<file path="config.mk">
export PLATFORM = sky130hd
export DESIGN_NAME = png_stored_rgba8_encoder
export DESIGN_NICKNAME = d
export VERILOG_FILES = /design/src/rtl/core/pngenc_pkg.sv /design/src/rtl/core/pngenc_front.sv /design/src/rtl/core/pngenc_cmdq.sv /design/src/rtl/core/pngenc_back.sv /design/src/rtl/core/png_stored_rgba8_encoder.sv
export SDC_FILE = /design/constraint.sdc
export NUM_CORES = 2
export LEC_CHECK = 0
export BUFFER_PORTS_ARGS = -buffer_cell sky130_fd_sc_hd__buf_4
export CORE_AREA = 2 2 263 239
export DETAILED_ROUTE_END_ITERATION = 7
export DIE_AREA = 0 0 265 241
export MAX_ROUTING_LAYER = met4
export PLACE_DENSITY = 0.85
export SLEW_MARGIN = 0
export SYNTH_ARGS = -nofsm -noshare
export SYNTH_HDL_FRONTEND = slang
export SYNTH_SLANG_ARGS = --single-unit
</file>
<file path="constraint.sdc">
create_clock -name clk -period 9.5 [get_ports clk]
set_clock_uncertainty 0.1 [all_clocks]
set_input_delay 1.9 -clock clk [delete_from_list [all_inputs] [get_ports clk]]
set_output_delay 1.9 -clock clk [all_outputs]
set_load 0.02 [all_outputs]
</file>
<file path="src/rtl/core/pngenc_pkg.sv">
// Package with the shared types, constants and helper functions of the PNG encoder.
package pngenc_pkg;

  localparam logic [12:0] MAX_WIDTH  = 13'd4096;
  localparam logic [12:0] MAX_HEIGHT = 13'd4096;

  localparam int unsigned CMDQ_DEPTH = 4;
  localparam int unsigned OUTQ_DEPTH = 4;

  localparam logic [31:0] SIG_HI    = 32'h8950_4E47;
  localparam logic [31:0] SIG_LO    = 32'h0D0A_1A0A;
  localparam logic [31:0] IHDR_TYPE = 32'h4948_4452;
  localparam logic [31:0] IDAT_TYPE = 32'h4944_4154;
  localparam logic [31:0] IEND_TYPE = 32'h4945_4E44;
  localparam logic [31:0] IEND_CRC  = 32'hAE42_6082;
  localparam logic [31:0] CRC_POLY  = 32'hEDB8_8320;
  localparam logic [16:0] ADLER_MOD = 17'd65521;
  localparam logic [15:0] BLOCK_MAX = 16'hFFFF;

  localparam logic CMD_START = 1'b0;
  localparam logic CMD_PIXEL = 1'b1;

  localparam logic [0:0] REG_WIDTH  = 1'b0;
  localparam logic [0:0] REG_HEIGHT = 1'b1;

  typedef enum logic [1:0] {
    ST_IDLE,
    ST_START,
    ST_PIX,
    ST_FIN
  } back_state_t;

  typedef struct packed {
    logic        is_pixel;
    logic        row_start;
    logic        last;
    logic [7:0]  red;
    logic [7:0]  green;
    logic [7:0]  blue;
    logic [7:0]  alpha;
    logic [12:0] width;
    logic [12:0] height;
  } cmd_t;

  typedef struct packed {
    logic [7:0] data;
    logic       last;
    logic       eof;
  } obyte_t;

  function automatic logic [7:0] be_byte(input logic [31:0] v, input logic [1:0] k);
    logic [7:0] b;
    unique case (k)
      2'd0: b = v[31:24];
      2'd1: b = v[23:16];
      2'd2: b = v[15:8];
      default: b = v[7:0];
    endcase
    return b;
  endfunction

  function automatic logic [31:0] crc_byte(input logic [31:0] c_in, input logic [7:0] b);
    logic [31:0] c;
    c = c_in ^ {24'd0, b};
    for (int k = 0; k < 8; k++) begin
      c = c[0] ? (CRC_POLY ^ (c >> 1)) : (c >> 1);
    end
    return c;
  endfunction

  function automatic logic [12:0] clamp_dim(input logic [12:0] v, input logic [12:0] vmax);
    logic [12:0] r;
    if (v == 13'd0) begin
      r = 13'd1;
    end else if (v > vmax) begin
      r = vmax;
    end else begin
      r = v;
    end
    return r;
  endfunction

endpackage

</file>
<file path="src/rtl/core/pngenc_front.sv">
// Front end that accepts words, tracks the frame position and classifies each word.
module pngenc_front
  import pngenc_pkg::*;
(
  input  logic        clk,
  input  logic        rst_n,
  input  logic [12:0] image_width,
  input  logic [12:0] image_height,
  input  logic        accept,
  input  logic        in_command,
  input  logic [7:0]  in_red,
  input  logic [7:0]  in_green,
  input  logic [7:0]  in_blue,
  input  logic [7:0]  in_alpha,
  output logic        wr_en,
  output cmd_t        wr_data
);

  logic        open_r;
  logic [12:0] col_r;
  logic [12:0] row_r;
  logic [12:0] fw_r;
  logic [12:0] fh_r;
  logic [12:0] col_inc;
  logic [12:0] row_inc;
  logic        row_end;
  logic        frame_end;
  logic [12:0] cw;
  logic [12:0] ch;

  assign cw        = clamp_dim(image_width, MAX_WIDTH);
  assign ch        = clamp_dim(image_height, MAX_HEIGHT);
  assign col_inc   = col_r + 13'd1;
  assign row_inc   = row_r + 13'd1;
  assign row_end   = (col_inc == fw_r);
  assign frame_end = row_end && (row_inc == fh_r);

  always_comb begin
    wr_en             = accept && ((in_command == CMD_START) || open_r);
    wr_data.is_pixel  = (in_command == CMD_PIXEL);
    wr_data.row_start = (col_r == 13'd0);
    wr_data.last      = frame_end;
    wr_data.red       = in_red;
    wr_data.green     = in_green;
    wr_data.blue      = in_blue;
    wr_data.alpha     = in_alpha;
    wr_data.width     = cw;
    wr_data.height    = ch;
  end

  always_ff @(posedge clk) begin
    if (!rst_n) begin
      open_r <= 1'b0;
      col_r  <= '0;
      row_r  <= '0;
      fw_r   <= 13'd1;
      fh_r   <= 13'd1;
    end else if (accept) begin
      if (in_command == CMD_START) begin
        open_r <= 1'b1;
        col_r  <= '0;
        row_r  <= '0;
        fw_r   <= cw;
        fh_r   <= ch;
      end else if (open_r) begin
        col_r <= row_end ? 13'd0 : col_inc;
        if (row_end) begin
          row_r <= row_inc;
        end
        if (frame_end) begin
          open_r <= 1'b0;
        end
      end
    end
  end

endmodule

</file>
<file path="src/rtl/core/pngenc_cmdq.sv">
// Short command queue between the front end and the byte sequencer.
module pngenc_cmdq
  import pngenc_pkg::*;
(
  input  logic clk,
  input  logic rst_n,
  input  logic wr_en,
  input  cmd_t wr_data,
  output logic full,
  input  logic rd_en,
  output logic rd_valid,
  output cmd_t rd_data
);

  localparam int unsigned AW = $clog2(CMDQ_DEPTH);

  cmd_t        mem_r [CMDQ_DEPTH];
  logic [AW-1:0] wptr_r;
  logic [AW-1:0] rptr_r;
  logic [AW:0]   cnt_r;
  logic          do_rd;

  assign full     = (cnt_r == (AW+1)'(CMDQ_DEPTH));
  assign rd_valid = (cnt_r != '0);
  assign rd_data  = mem_r[rptr_r];
  assign do_rd    = rd_en && rd_valid;

  always_ff @(posedge clk) begin
    if (wr_en) begin
      mem_r[wptr_r] <= wr_data;
    end
  end

  always_ff @(posedge clk) begin
    if (!rst_n) begin
      wptr_r <= '0;
      rptr_r <= '0;
      cnt_r  <= '0;
    end else begin
      if (wr_en) begin
        wptr_r <= wptr_r + AW'(1);
      end
      if (do_rd) begin
        rptr_r <= rptr_r + AW'(1);
      end
      cnt_r <= cnt_r + (AW+1)'(wr_en) - (AW+1)'(do_rd);
    end
  end

endmodule

</file>
<file path="src/rtl/core/pngenc_back.sv">
// Byte sequencer with CRC-32, Adler-32, stored block framing and an output queue.
module pngenc_back
  import pngenc_pkg::*;
(
  input  logic       clk,
  input  logic       rst_n,
  input  logic       q_valid,
  input  cmd_t       q_data,
  output logic       q_take,
  output logic       empty,
  input  logic       pop,
  output logic [7:0] out_byte,
  output logic       out_last_of_run,
  output logic       out_end_of_file
);

  localparam int unsigned OW = $clog2(OUTQ_DEPTH);

  back_state_t st_r, st_nxt;
  cmd_t        cur_r;
  logic [5:0]  idx_r;
  logic [2:0]  hidx_r;
  logic [2:0]  pix_r;
  logic [31:0] crc_r;
  logic [15:0] alo_r;
  logic [15:0] ahi_r;
  logic [15:0] blk_r;
  logic [26:0] raw_left_r;
  logic [26:0] raw_len_r;
  logic [11:0] nblk_r;
  logic [31:0] idat_len_r;

  obyte_t        oq_r [OUTQ_DEPTH];
  logic [OW-1:0] owp_r;
  logic [OW-1:0] orp_r;
  logic [OW:0]   ocnt_r;

  logic        emit;
  logic [7:0]  bt;
  logic        last_b;
  logic        eof_b;
  logic        crc_en;
  logic        crc_init;
  logic        hdr_act;
  logic [15:0] blen;
  logic        bfinal;
  logic        pix_done;
  logic        do_pop;
  logic [31:0] crc_in;
  logic [31:0] crc_new;
  logic [16:0] lo_sum;
  logic [15:0] lo_mod;
  logic [16:0] hi_sum;
  logic [15:0] hi_mod;
  logic [27:0] raw_prod;
  logic [16:0] div_r0;
  logic [16:0] div_r1;
  logic        div_ge;
  logic [11:0] div_q;

  assign emit     = (st_r != ST_IDLE) && (ocnt_r != (OW+1)'(OUTQ_DEPTH));
  assign hdr_act  = (blk_r == 16'd0);
  assign bfinal   = (raw_left_r <= 27'(BLOCK_MAX));
  assign blen     = bfinal ? raw_left_r[15:0] : BLOCK_MAX;
  assign pix_done = (st_r == ST_PIX) && !hdr_act && (pix_r == 3'd4);
  assign q_take   = q_valid && ((st_r == ST_IDLE) || (emit && last_b));

  always_comb begin
    logic [5:0] off;
    off      = '0;
    bt       = '0;
    last_b   = 1'b0;
    eof_b    = 1'b0;
    crc_en   = 1'b0;
    crc_init = 1'b0;
    unique case (st_r)
      ST_START: begin
        last_b = (idx_r == 6'd42);
        if (idx_r < 6'd4) begin
          bt = be_byte(SIG_HI, idx_r[1:0]);
        end else if (idx_r < 6'd8) begin
          bt = be_byte(SIG_LO, idx_r[1:0]);
        end else if (idx_r < 6'd12) begin
          bt = be_byte(32'd13, idx_r[1:0]);
        end else if (idx_r < 6'd16) begin
          bt       = be_byte(IHDR_TYPE, idx_r[1:0]);
          crc_en   = 1'b1;
          crc_init = (idx_r == 6'd12);
        end else if (idx_r < 6'd29) begin
          off    = idx_r - 6'd16;
          crc_en = 1'b1;
          unique case (off)
            6'd2:    bt = {3'd0, cur_r.width[12:8]};
            6'd3:    bt = cur_r.width[7:0];
            6'd6:    bt = {3'd0, cur_r.height[12:8]};
            6'd7:    bt = cur_r.height[7:0];
            6'd8:    bt = 8'd8;
            6'd9:    bt = 8'd6;
            default: bt = 8'd0;
          endcase
        end else if (idx_r < 6'd33) begin
          off = idx_r - 6'd29;
          bt  = be_byte(~crc_r, off[1:0]);
        end else if (idx_r < 6'd37) begin
          off = idx_r - 6'd33;
          bt  = be_byte(idat_len_r, off[1:0]);
        end else if (idx_r < 6'd41) begin
          off      = idx_r - 6'd37;
          bt       = be_byte(IDAT_TYPE, off[1:0]);
          crc_en   = 1'b1;
          crc_init = (idx_r == 6'd37);
        end else begin
          bt     = (idx_r == 6'd41) ? 8'h78 : 8'h01;
          crc_en = 1'b1;
        end
      end
      ST_PIX: begin
        crc_en = 1'b1;
        if (hdr_act) begin
          unique case (hidx_r)
            3'd0:    bt = {7'd0, bfinal};
            3'd1:    bt = blen[7:0];
            3'd2:    bt = blen[15:8];
            3'd3:    bt = ~blen[7:0];
            default: bt = ~blen[15:8];
          endcase
        end else begin
          unique case (pix_r)
            3'd1:    bt = cur_r.red;
            3'd2:    bt = cur_r.green;
            3'd3:    bt = cur_r.blue;
            3'd4:    bt = cur_r.alpha;
            default: bt = 8'd0;
          endcase
          last_b = (pix_r == 3'd4) && !cur_r.last;
        end
      end
      ST_FIN: begin
        last_b = (idx_r == 6'd19);
        eof_b  = last_b;
        if (idx_r < 6'd4) begin
          bt     = be_byte({ahi_r, alo_r}, idx_r[1:0]);
          crc_en = 1'b1;
        end else if (idx_r < 6'd8) begin
          bt = be_byte(~crc_r, idx_r[1:0]);
        end else if (idx_r < 6'd12) begin
          bt = 8'd0;
        end else if (idx_r < 6'd16) begin
          bt = be_byte(IEND_TYPE, idx_r[1:0]);
        end else begin
          bt = be_byte(IEND_CRC, idx_r[1:0]);
        end
      end
      default: begin
        bt = 8'd0;
      end
    endcase
  end

  always_comb begin
    st_nxt = st_r;
    if (q_take) begin
      st_nxt = q_data.is_pixel ? ST_PIX : ST_START;
    end else if (emit && last_b) begin
      st_nxt = ST_IDLE;
    end else if (emit && pix_done && cur_r.last) begin
      st_nxt = ST_FIN;
    end
  end

  assign crc_in  = crc_init ? 32'hFFFF_FFFF : crc_r;
  assign crc_new = crc_byte(crc_in, bt);
  assign lo_sum  = {1'b0, alo_r} + {9'd0, bt};
  assign lo_mod  = (lo_sum >= ADLER_MOD) ? 16'(lo_sum - ADLER_MOD) : lo_sum[15:0];
  assign hi_sum  = {1'b0, ahi_r} + {1'b0, lo_mod};
  assign hi_mod  = (hi_sum >= ADLER_MOD) ? 16'(hi_sum - ADLER_MOD) : hi_sum[15:0];

  // Blocks of 65535 bytes: q = raw >> 16 leaves raw mod 65535 as low half plus q.
  assign raw_prod = 28'(cur_r.height) * 28'({cur_r.width, 2'b00} + 15'd1);
  assign div_r0   = {1'b0, raw_len_r[15:0]} + {6'd0, raw_len_r[26:16]};
  assign div_ge   = (div_r0 >= {1'b0, BLOCK_MAX});
  assign div_r1   = div_ge ? (div_r0 - {1'b0, BLOCK_MAX}) : div_r0;
  assign div_q    = {1'b0, raw_len_r[26:16]} + 12'(div_ge) + 12'(div_r1 != 17'd0);

  always_ff @(posedge clk) begin
    raw_len_r  <= raw_prod[26:0];
    nblk_r     <= div_q;
    idat_len_r <= 32'(raw_len_r) + 32'(nblk_r) * 32'd5 + 32'd6;
  end

  always_ff @(posedge clk) begin
    if (!rst_n) begin
      st_r       <= ST_IDLE;
      idx_r      <= '0;
      hidx_r     <= '0;
      pix_r      <= '0;
      crc_r      <= 32'hFFFF_FFFF;
      alo_r      <= 16'd1;
      ahi_r      <= 16'd0;
      blk_r      <= '0;
      raw_left_r <= '0;
    end else begin
      st_r <= st_nxt;
      if (q_take) begin
        cur_r <= q_data;
        idx_r <= '0;
        pix_r <= q_data.row_start ? 3'd0 : 3'd1;
      end else if (emit) begin
        if (pix_done) begin
          idx_r <= '0;
        end else begin
          idx_r <= idx_r + 6'd1;
        end
        if ((st_r == ST_PIX) && !hdr_act) begin
          pix_r <= pix_r + 3'd1;
        end
      end
      if (emit) begin
        if (crc_en) begin
          crc_r <= crc_new;
        end
        if (st_r == ST_START && last_b) begin
          alo_r      <= 16'd1;
          ahi_r      <= 16'd0;
          blk_r      <= '0;
          hidx_r     <= '0;
          raw_left_r <= raw_len_r;
        end else if (st_r == ST_PIX) begin
          if (hdr_act) begin
            if (hidx_r == 3'd4) begin
              hidx_r <= '0;
              blk_r  <= blen;
            end else begin
              hidx_r <= hidx_r + 3'd1;
            end
          end else begin
            alo_r      <= lo_mod;
            ahi_r      <= hi_mod;
            blk_r      <= blk_r - 16'd1;
            raw_left_r <= raw_left_r - 27'd1;
          end
        end
      end
    end
  end

  assign do_pop          = pop && (ocnt_r != '0);
  assign empty           = (ocnt_r == '0);
  assign out_byte        = oq_r[orp_r].data;
  assign out_last_of_run = oq_r[orp_r].last;
  assign out_end_of_file = oq_r[orp_r].eof;

  always_ff @(posedge clk) begin
    if (emit) begin
      oq_r[owp_r] <= '{data: bt, last: last_b, eof: eof_b};
    end
  end

  always_ff @(posedge clk) begin
    if (!rst_n) begin
      owp_r  <= '0;
      orp_r  <= '0;
      ocnt_r <= '0;
    end else begin
      if (emit) begin
        owp_r <= owp_r + OW'(1);
      end
      if (do_pop) begin
        orp_r <= orp_r + OW'(1);
      end
      ocnt_r <= ocnt_r + (OW+1)'(emit) - (OW+1)'(do_pop);
    end
  end

endmodule

</file>
<file path="src/rtl/core/png_stored_rgba8_encoder.sv">
// Top level of the uncompressed RGBA8 PNG encoder with its register port.
// Output runs at one byte per cycle while the output queue has room; a start word
// yields 43 bytes, a pixel 4 or 5 bytes plus 5 for each stored block header, and the
// last pixel 20 more bytes. The next word is taken as the last byte of one is emitted,
// and each word passes the command queue and the sequencer before its bytes are queued.
// Synchronous active-low reset clears both queues, the frame state and the sizes to 1.
module png_stored_rgba8_encoder
  import pngenc_pkg::*;
(
  input  logic        clk,
  input  logic        rst_n,
  input  logic        push,
  output logic        full,
  input  logic        in_command,
  input  logic [7:0]  in_red,
  input  logic [7:0]  in_green,
  input  logic [7:0]  in_blue,
  input  logic [7:0]  in_alpha,
  output logic        empty,
  input  logic        pop,
  output logic [7:0]  out_byte,
  output logic        out_last_of_run,
  output logic        out_end_of_file,
  input  logic        psel,
  input  logic        penable,
  input  logic        pwrite,
  input  logic [2:0]  paddr,
  input  logic [31:0] pwdata,
  output logic [31:0] prdata,
  output logic        pready
);

  logic [12:0] width_r;
  logic [12:0] height_r;
  logic        cfg_wr;
  logic        accept;
  logic        wr_en;
  cmd_t        wr_data;
  logic        q_take;
  logic        q_valid;
  cmd_t        q_data;

  assign pready = 1'b1;
  assign cfg_wr = psel && penable && pwrite;
  assign prdata = (paddr[2] == REG_HEIGHT) ? {19'd0, height_r} : {19'd0, width_r};
  assign accept = push && !full;

  always_ff @(posedge clk) begin
    if (!rst_n) begin
      width_r  <= 13'd1;
      height_r <= 13'd1;
    end else if (cfg_wr) begin
      if (paddr[2] == REG_WIDTH) begin
        width_r <= pwdata[12:0];
      end else begin
        height_r <= pwdata[12:0];
      end
    end
  end

  pngenc_front u_front (
    .clk          (clk),
    .rst_n        (rst_n),
    .image_width  (width_r),
    .image_height (height_r),
    .accept       (accept),
    .in_command   (in_command),
    .in_red       (in_red),
    .in_green     (in_green),
    .in_blue      (in_blue),
    .in_alpha     (in_alpha),
    .wr_en        (wr_en),
    .wr_data      (wr_data)
  );

  pngenc_cmdq u_cmdq (
    .clk      (clk),
    .rst_n    (rst_n),
    .wr_en    (wr_en),
    .wr_data  (wr_data),
    .full     (full),
    .rd_en    (q_take),
    .rd_valid (q_valid),
    .rd_data  (q_data)
  );

  pngenc_back u_back (
    .clk             (clk),
    .rst_n           (rst_n),
    .q_valid         (q_valid),
    .q_data          (q_data),
    .q_take          (q_take),
    .empty           (empty),
    .pop             (pop),
    .out_byte        (out_byte),
    .out_last_of_run (out_last_of_run),
    .out_end_of_file (out_end_of_file)
  );

  a_eof_is_last: assert property (@(posedge clk) disable iff (!rst_n)
    (!empty && out_end_of_file) |-> out_last_of_run)
    else $error("End of file byte is not the last byte of its word.");

  a_width_write: assert property (@(posedge clk) disable iff (!rst_n)
    (cfg_wr && paddr[2] == REG_WIDTH) |=> (width_r == $past(pwdata[12:0])))
    else $error("Width register did not take the written value.");

  a_take_needs_word: assert property (@(posedge clk) disable iff (!rst_n)
    q_take |-> q_valid)
    else $error("Sequencer took a word from an empty command queue.");

endmodule
</file>
Word level (Yosys, flattened, before mapping) --
Memories as Yosys holds them, arrays and structs flattened. A register that Yosys moved wholly into a read port is not among the register bits. Index checks and enable logic that the tools add are counted.
Word-level totals: output and inout port bits 45, memories 2, input port bits 75, word-level logic and storage cells 298, register bits 344, RAM bits 284
Cells by class: add/subtract/negate cells 30, multiplexer cells 111, multiply operators 2, reduce and logical (&&, ||, !) cells 54, bitwise gates (word level) 15, equality and inequality tests 38, magnitude comparators 14
Memory list:
- u_cmdq.mem_r | words 4, width 61, rd ports 1, clocked after memory_dff 1, write ports 1, RTL line pngenc_cmdq.sv:17 | cmd_t mem_r [CMDQ_DEPTH];
- u_back.oq_r | words 4, width 10, rd ports 1, clocked after memory_dff 1, write ports 1, RTL line pngenc_back.sv:33 | obyte_t oq_r [OUTQ_DEPTH];
Operators with widths (count):
- 32-bit two-way mux | 9
- 16-bit two-way mux | 13
- 8-bit case mux with 3 select lines | 7
- 13-bit two-way mux | 11
- 13-bit NOT with 14-bit output | 8
- 8-bit two-way mux | 13
- 27-bit two-way mux | 3
- 8-bit case mux with 4 select lines | 2
- 17-bit by 16-bit >= comparator with 1-bit output, second input constant | 3
- 8-bit case mux with 6 select lines | 1
- 13-bit zero test | 3
- 32-bit by 3-bit adder with 32-bit output, second input constant | 1
- 32-bit NOT | 1
- 16-bit subtractor, second input constant | 2
- 32-bit by 8-bit XOR with 32-bit output | 1
- 5-bit case mux with 3 select lines | 2
- 27-bit by 15-bit adder with 28-bit output | 1
- 13-bit by 28-bit multiplier with 27-bit output | 1
- 27-bit by 16-bit less-or-equal comparator with 1-bit output, second input constant | 1
- 1-bit two-way mux | 27
- 27-bit by 1-bit subtractor with 27-bit output, second input constant | 1
- 13-bit by 1-bit adder with 13-bit output, second input constant | 2
- 13-bit == test | 2
- 13-bit > comparator, second input constant | 2
- other kinds (57) | 147

Longest topological paths before layout --
depth after elaboration 29, mapped depth 37, depth with buffers taken out 34

Modules after synthesis --
A second synthesis with hierarchy kept.
Unflattened totals: cell total of the unflattened synthesis 3827, area, all modules 39213.9 µm²
Modules (own cells, without submodules):
- pngenc_back | seq. area each 6916.6 µm², area an instance 24817.6 µm², cells an instance 2821, times used 1
- pngenc_cmdq | seq. area each 7507.2 µm², area an instance 9345.2 µm², cells an instance 364, times used 1
- pngenc_front | seq. area each 1061.0 µm², area an instance 3696.0 µm², cells an instance 503, times used 1
- png_stored_rgba8_encoder | seq. area each 520.5 µm², area an instance 1355.0 µm², cells an instance 139, times used 1

Worst setup path after synthesis --
OpenSTA, ideal clock, no wires.
kind register to register, start register u_back.idx_r[0], end register u_back.ahi_r[5], library setup time 0.079 ns, required time 9.321 ns, slack 1.056 ns, stages on the path, launching flop included 38, period minus slack after synthesis 8.444 ns, path buffers 3, arrival time 8.265 ns, cells stage by stage dfxtp_1 > inv_1 > ha_1 > clkbuf_1 > or3b_2 > o21ai_0 > buf_2 > o211ai_1 > o211ai_1 > nand3_1 > a211o_4 > ha_1 > fa_1 > a21o_1 > a21oi_1 > o21bai_1 > a31o_2 > a21oi_1 > [... 2 more ...] > clkbuf_1 > a31oi_1 > nor2_1 > xnor2_1 > ha_1 > inv_1 > fa_1 > nand3b_1 > a21oi_1 > nor2_1 > or3_1 > a21oi_1 > nand4b_1 > and4bb_2 > a31oi_1 > or3_1 > a211o_1 > o211ai_1
On the way: word-level cells in the longest chain between the ends 21, elaborated cells on any way between the ends 76, those cells by class add/sub: 8; order compare: 10; eq/ne: 18; mux: 32; reduce/logical: 8
RTL lines:
- start, declared | RTL line pngenc_back.sv:21 | logic [5:0] idx_r;
- start signal, assigned | RTL line pngenc_back.sv:212 | idx_r <= idx_r + 6'd1;
- parallel branches: the longest is 11 deep, another holds 6-bit by 5-bit subtractor with 6-bit output
- 8-bit case mux with 3 select lines (*) | RTL line pngenc_back.sv:76 | unique case (st_r)
- net u_back.bt[0] | RTL line pngenc_back.sv:39 | logic [7:0] bt;
- 16-bit by 8-bit adder with 17-bit output (*) | RTL line pngenc_back.sv:173 | assign lo_sum = {1'b0, alo_r} + {9'd0, bt};
- 16-bit subtractor / 17-bit by 16-bit >= comparator with 1-bit output (equally long branches) | RTL line pngenc_back.sv:174 | assign lo_mod = (lo_sum >= ADLER_MOD) ? 16'(lo_sum - ADLER_MOD) : lo_sum[15:0];
- 16-bit two-way mux (*) | RTL line pngenc_back.sv:174
- 16-bit by 16-bit adder with 17-bit output (*) | RTL line pngenc_back.sv:175 | assign hi_sum = {1'b0, ahi_r} + {1'b0, lo_mod};
- 16-bit subtractor / 17-bit by 16-bit >= comparator with 1-bit output (equally long branches) | RTL line pngenc_back.sv:176 | assign hi_mod = (hi_sum >= ADLER_MOD) ? 16'(hi_sum - ADLER_MOD) : hi_sum[15:0];
- 16-bit two-way mux (*) | RTL line pngenc_back.sv:176
- 16-bit two-way mux (*) | RTL line pngenc_back.sv:229 | if (hdr_act) begin
- 16-bit two-way mux (*) | RTL line pngenc_back.sv:228 | end else if (st_r == ST_PIX) begin
- 16-bit two-way mux (*) | RTL line pngenc_back.sv:222 | if (st_r == ST_START && last_b) begin
- end signal, assigned | RTL line pngenc_back.sv:238 | ahi_r <= hi_mod;
- end, declared | RTL line pngenc_back.sv:26 | logic [15:0] ahi_r;
Mark *: on every way through the listed nets, which the timed path passes. The select of a mux whose other input is x is not followed. A chain may end at the register's enable or synchronous reset.

Worst setup path in the final report --
start register u_back.idx_r[1], end register u_back.ahi_r[5]
Same word-level chain as after synthesis.

==> impl_metrics.toml <==
[routing]
ant_nets = 0
first_iter_violations = 3623
dr.pass1.iters = 8
drt-total-wl_um = 102000
drc = 5
dr_total_vias = 30000
viasPerCell = 6.41
wl_per_cell_um = 21.7

[setup_path]
max_stage_delay_ns = 0.47
critPathLaunchType = "flop"
crit_family = "compound AO/OA/AOI/OAI gates"
crit_arrival_ns = 9.47
endpoint_kind = "flop"
setup.worst_path.class = "flop to flop"
crit_buf_inv = 3
cp_data_required_time_ns = 9.95
cp_max_fo = 9
critPathSlowestCell = "dfxtp_1"

[synthesis]
synth-simple-area-share = 0.156
synth_edf_count = 343
ys_async_sr_fraction = 0
synth_top_area_cell = "edfxtp_1"
synth_fa_ha_area_frac = 0.134
synth-compound-area-share = 0.128
synth_top_family_by_area = "simple AND/OR/NAND/NOR gates"
ys_warn_count = 0
synth_most_common_cell = "nand2_1"
synth.distinct_cells = 100
syn_area_per_cell_um2 = 10.1
synth-seq-cells = 629
synth_area_leaders = "edfxtp_1 (26%), dfxtp_1 (15%), fa_1 (7.6%), ha_1 (5.9%), nand2_1 (4.1%)"
synth-xor-area-share = 0.0684
synth_flop_cell = "edfxtp_1"
synth_cells = 3832
seq_area_frac_synth = 0.412
synth_commonest_cells = "nand2_1 (427), edfxtp_1 (343), inv_1 (299), dfxtp_1 (286), nor2_1 (238)"
synth_top_area_share = 0.265
synthMuxAreaShare = 0.0486
synthesis.area_um2 = 38900

[outcome]
status = "complete, but fails checks"
violations = "DRC"

[placement]
placed_cell_area_um2 = 40100
portBuffers = 78
dpl.cell_count = 4561
dpl.hpwl_um = 68700
gp_congestion = 1.02

[grt]
grt_pass1_vias = 29200
grt_pass1_wl_um = 160000
grt_max_degree = 90
overflow = 0
grt.total_usage = 0.326
antenna_found_initial = 2

[finish]
design_area_um2 = 42100
layout-drive-gt1-share = 0.106
area_growth_pct = 8.33
finalNonFillerCells = 4677
nets = 4237

[clock_network]
cts_inserted_buffers = 59
ctsHoldBuffers = 0
cts_tree = "built"
htreeDepth = 2
clk_latency_ns = 0.65
clkSlewWorstSetupHoldPaths_ns = 0.07
cts_max_path_buffers = 3
cts_sinks = 629
root_buffer = "clkbuf_16"

[sta]
worst_pin_slew_ns = 1.27
hold_viol = 0
finalCritPeriodShare = 0.950
finalSetupTns_ns = 0
maxSlewHeadroom = 0.155
period_needed_ns = 9.02
finalHoldWorstSlack_ns = 0.383
setup_viol = 0
fmax_ghz = 0.111
final_max_slew_viol_count = 0

[die]
core_um2 = 60900
die_h_um = 241
rows = 86
start_util = 0.638
ios = 120
die_area_um2 = 63900
die_w_um = 265

[min_path]
hold_class = "flop to flop"

[job]
cap_violations = 0
-- worst min-delay path, cell delays in order (launching register included) --
cell	delay, ns
dfxtp_1	0.32
nand2_1	0.05
nand3_1	0.06
-- layout by cell type (no fill, tap or decap), types with 33 or more instances in the layout --
cell	n
a21boi_0	78
a21oi_1	148
and2_1	109
and3_1	34
buf_4	143
clkbuf_16	59
dfxtp_1	283
edfxtp_1	343
fa_1	147
ha_1	181
inv_1	299
mux4_2	71
nand2_1	427
nand3_1	74
nor2_1	238
nor2b_1	75
nor3_1	85
nor4_1	33
o211ai_1	43
o21ai_0	149
xnor2_1	175
xor2_1	82
-- routing by layer --
| layer | up-vias | GRT usage | part of all wire |
|---|---|---|---|
| li1 | 13500 | - | - |
| met1 | 14500 | 0.431 | 0.40 |
| met2 | 1711 | 0.512 | 0.46 |
| met3 | 339 | 0.0547 | 0.10 |
| met4 | 0 | 0.116 | 0.038 |
| met5 | - | - | 0 |
-- layout make-up --
class / instances / area, um^2
Fill cell: 4237 / 18800
Multi-Input combinational cell: 2700 / 21000
Inverter: 300 / 1130
Clock buffer: 78 / 1630
Antenna cell: 2 / 5.00
Clock inverter: 33 / 298
Timing Repair Buffer: 143 / 1070
Tap cell: 792 / 991
Sequential cell: 629 / 16000
-- timing repair --
item / CTS / global route
resized for setup: 0 / 12
endpoints found under the setup margin: 0 / 16
hold endpoints to repair: 0 / 0
setup buffers: 0 / 3
-- registers in the layout, indices dropped and copies added, names as in the netlist, 16 cells and up, named ones only --
register           flops
u_cmdq.mem_r         244
u_back.blk_r          16
u_back.crc_r          32
u_back.raw_len_r      27
u_back.cur_r          59
u_back.idat_len_r     29
u_back.alo_r          16
u_back.oq_r           40
u_back.raw_left_r     27
u_back.ahi_r          16
-- kinds of logic (layout without fill, tap and decap cells) --
logic type,count (synthesis),count (layout)
simple gates,1238,1238
fa+ha+maj,329,329
buf+inv,522,554
compound gates,736,736
mux,98,98
xor+xnor,278,278
flops,629,629
other cells,2,23
-- final timing paths --
path	from	to	slack (ns)	cells after the start
worst max-delay path	u_back.idx_r[1]	u_back.ahi_r[5]	0.48	35
worst max register to register	u_back.idx_r[1]	u_back.ahi_r[5]	0.48	35
worst min-delay path	height_r[0]	height_r[0]	0.38	2
worst min register to register	height_r[0]	height_r[0]	0.38	2
-- through the flow --
| stage | setup slack (ns) | utilization |
|---|---|---|
| 2_1_floorplan | 1.06 | - |
| 3_3_place_gp | 0.455 | 0.659 |
| 3_5_place_dp | 0.212 | 0.659 |
| 4_1_cts | 0.147 | 0.690 |
| 5_1_grt | -0.0211 | 0.692 |
| 6_report | 0.477 | 0.692 |
Power is not shown: default switching activity piles up to over one toggle a cycle in this logic, so the estimate is an artifact.
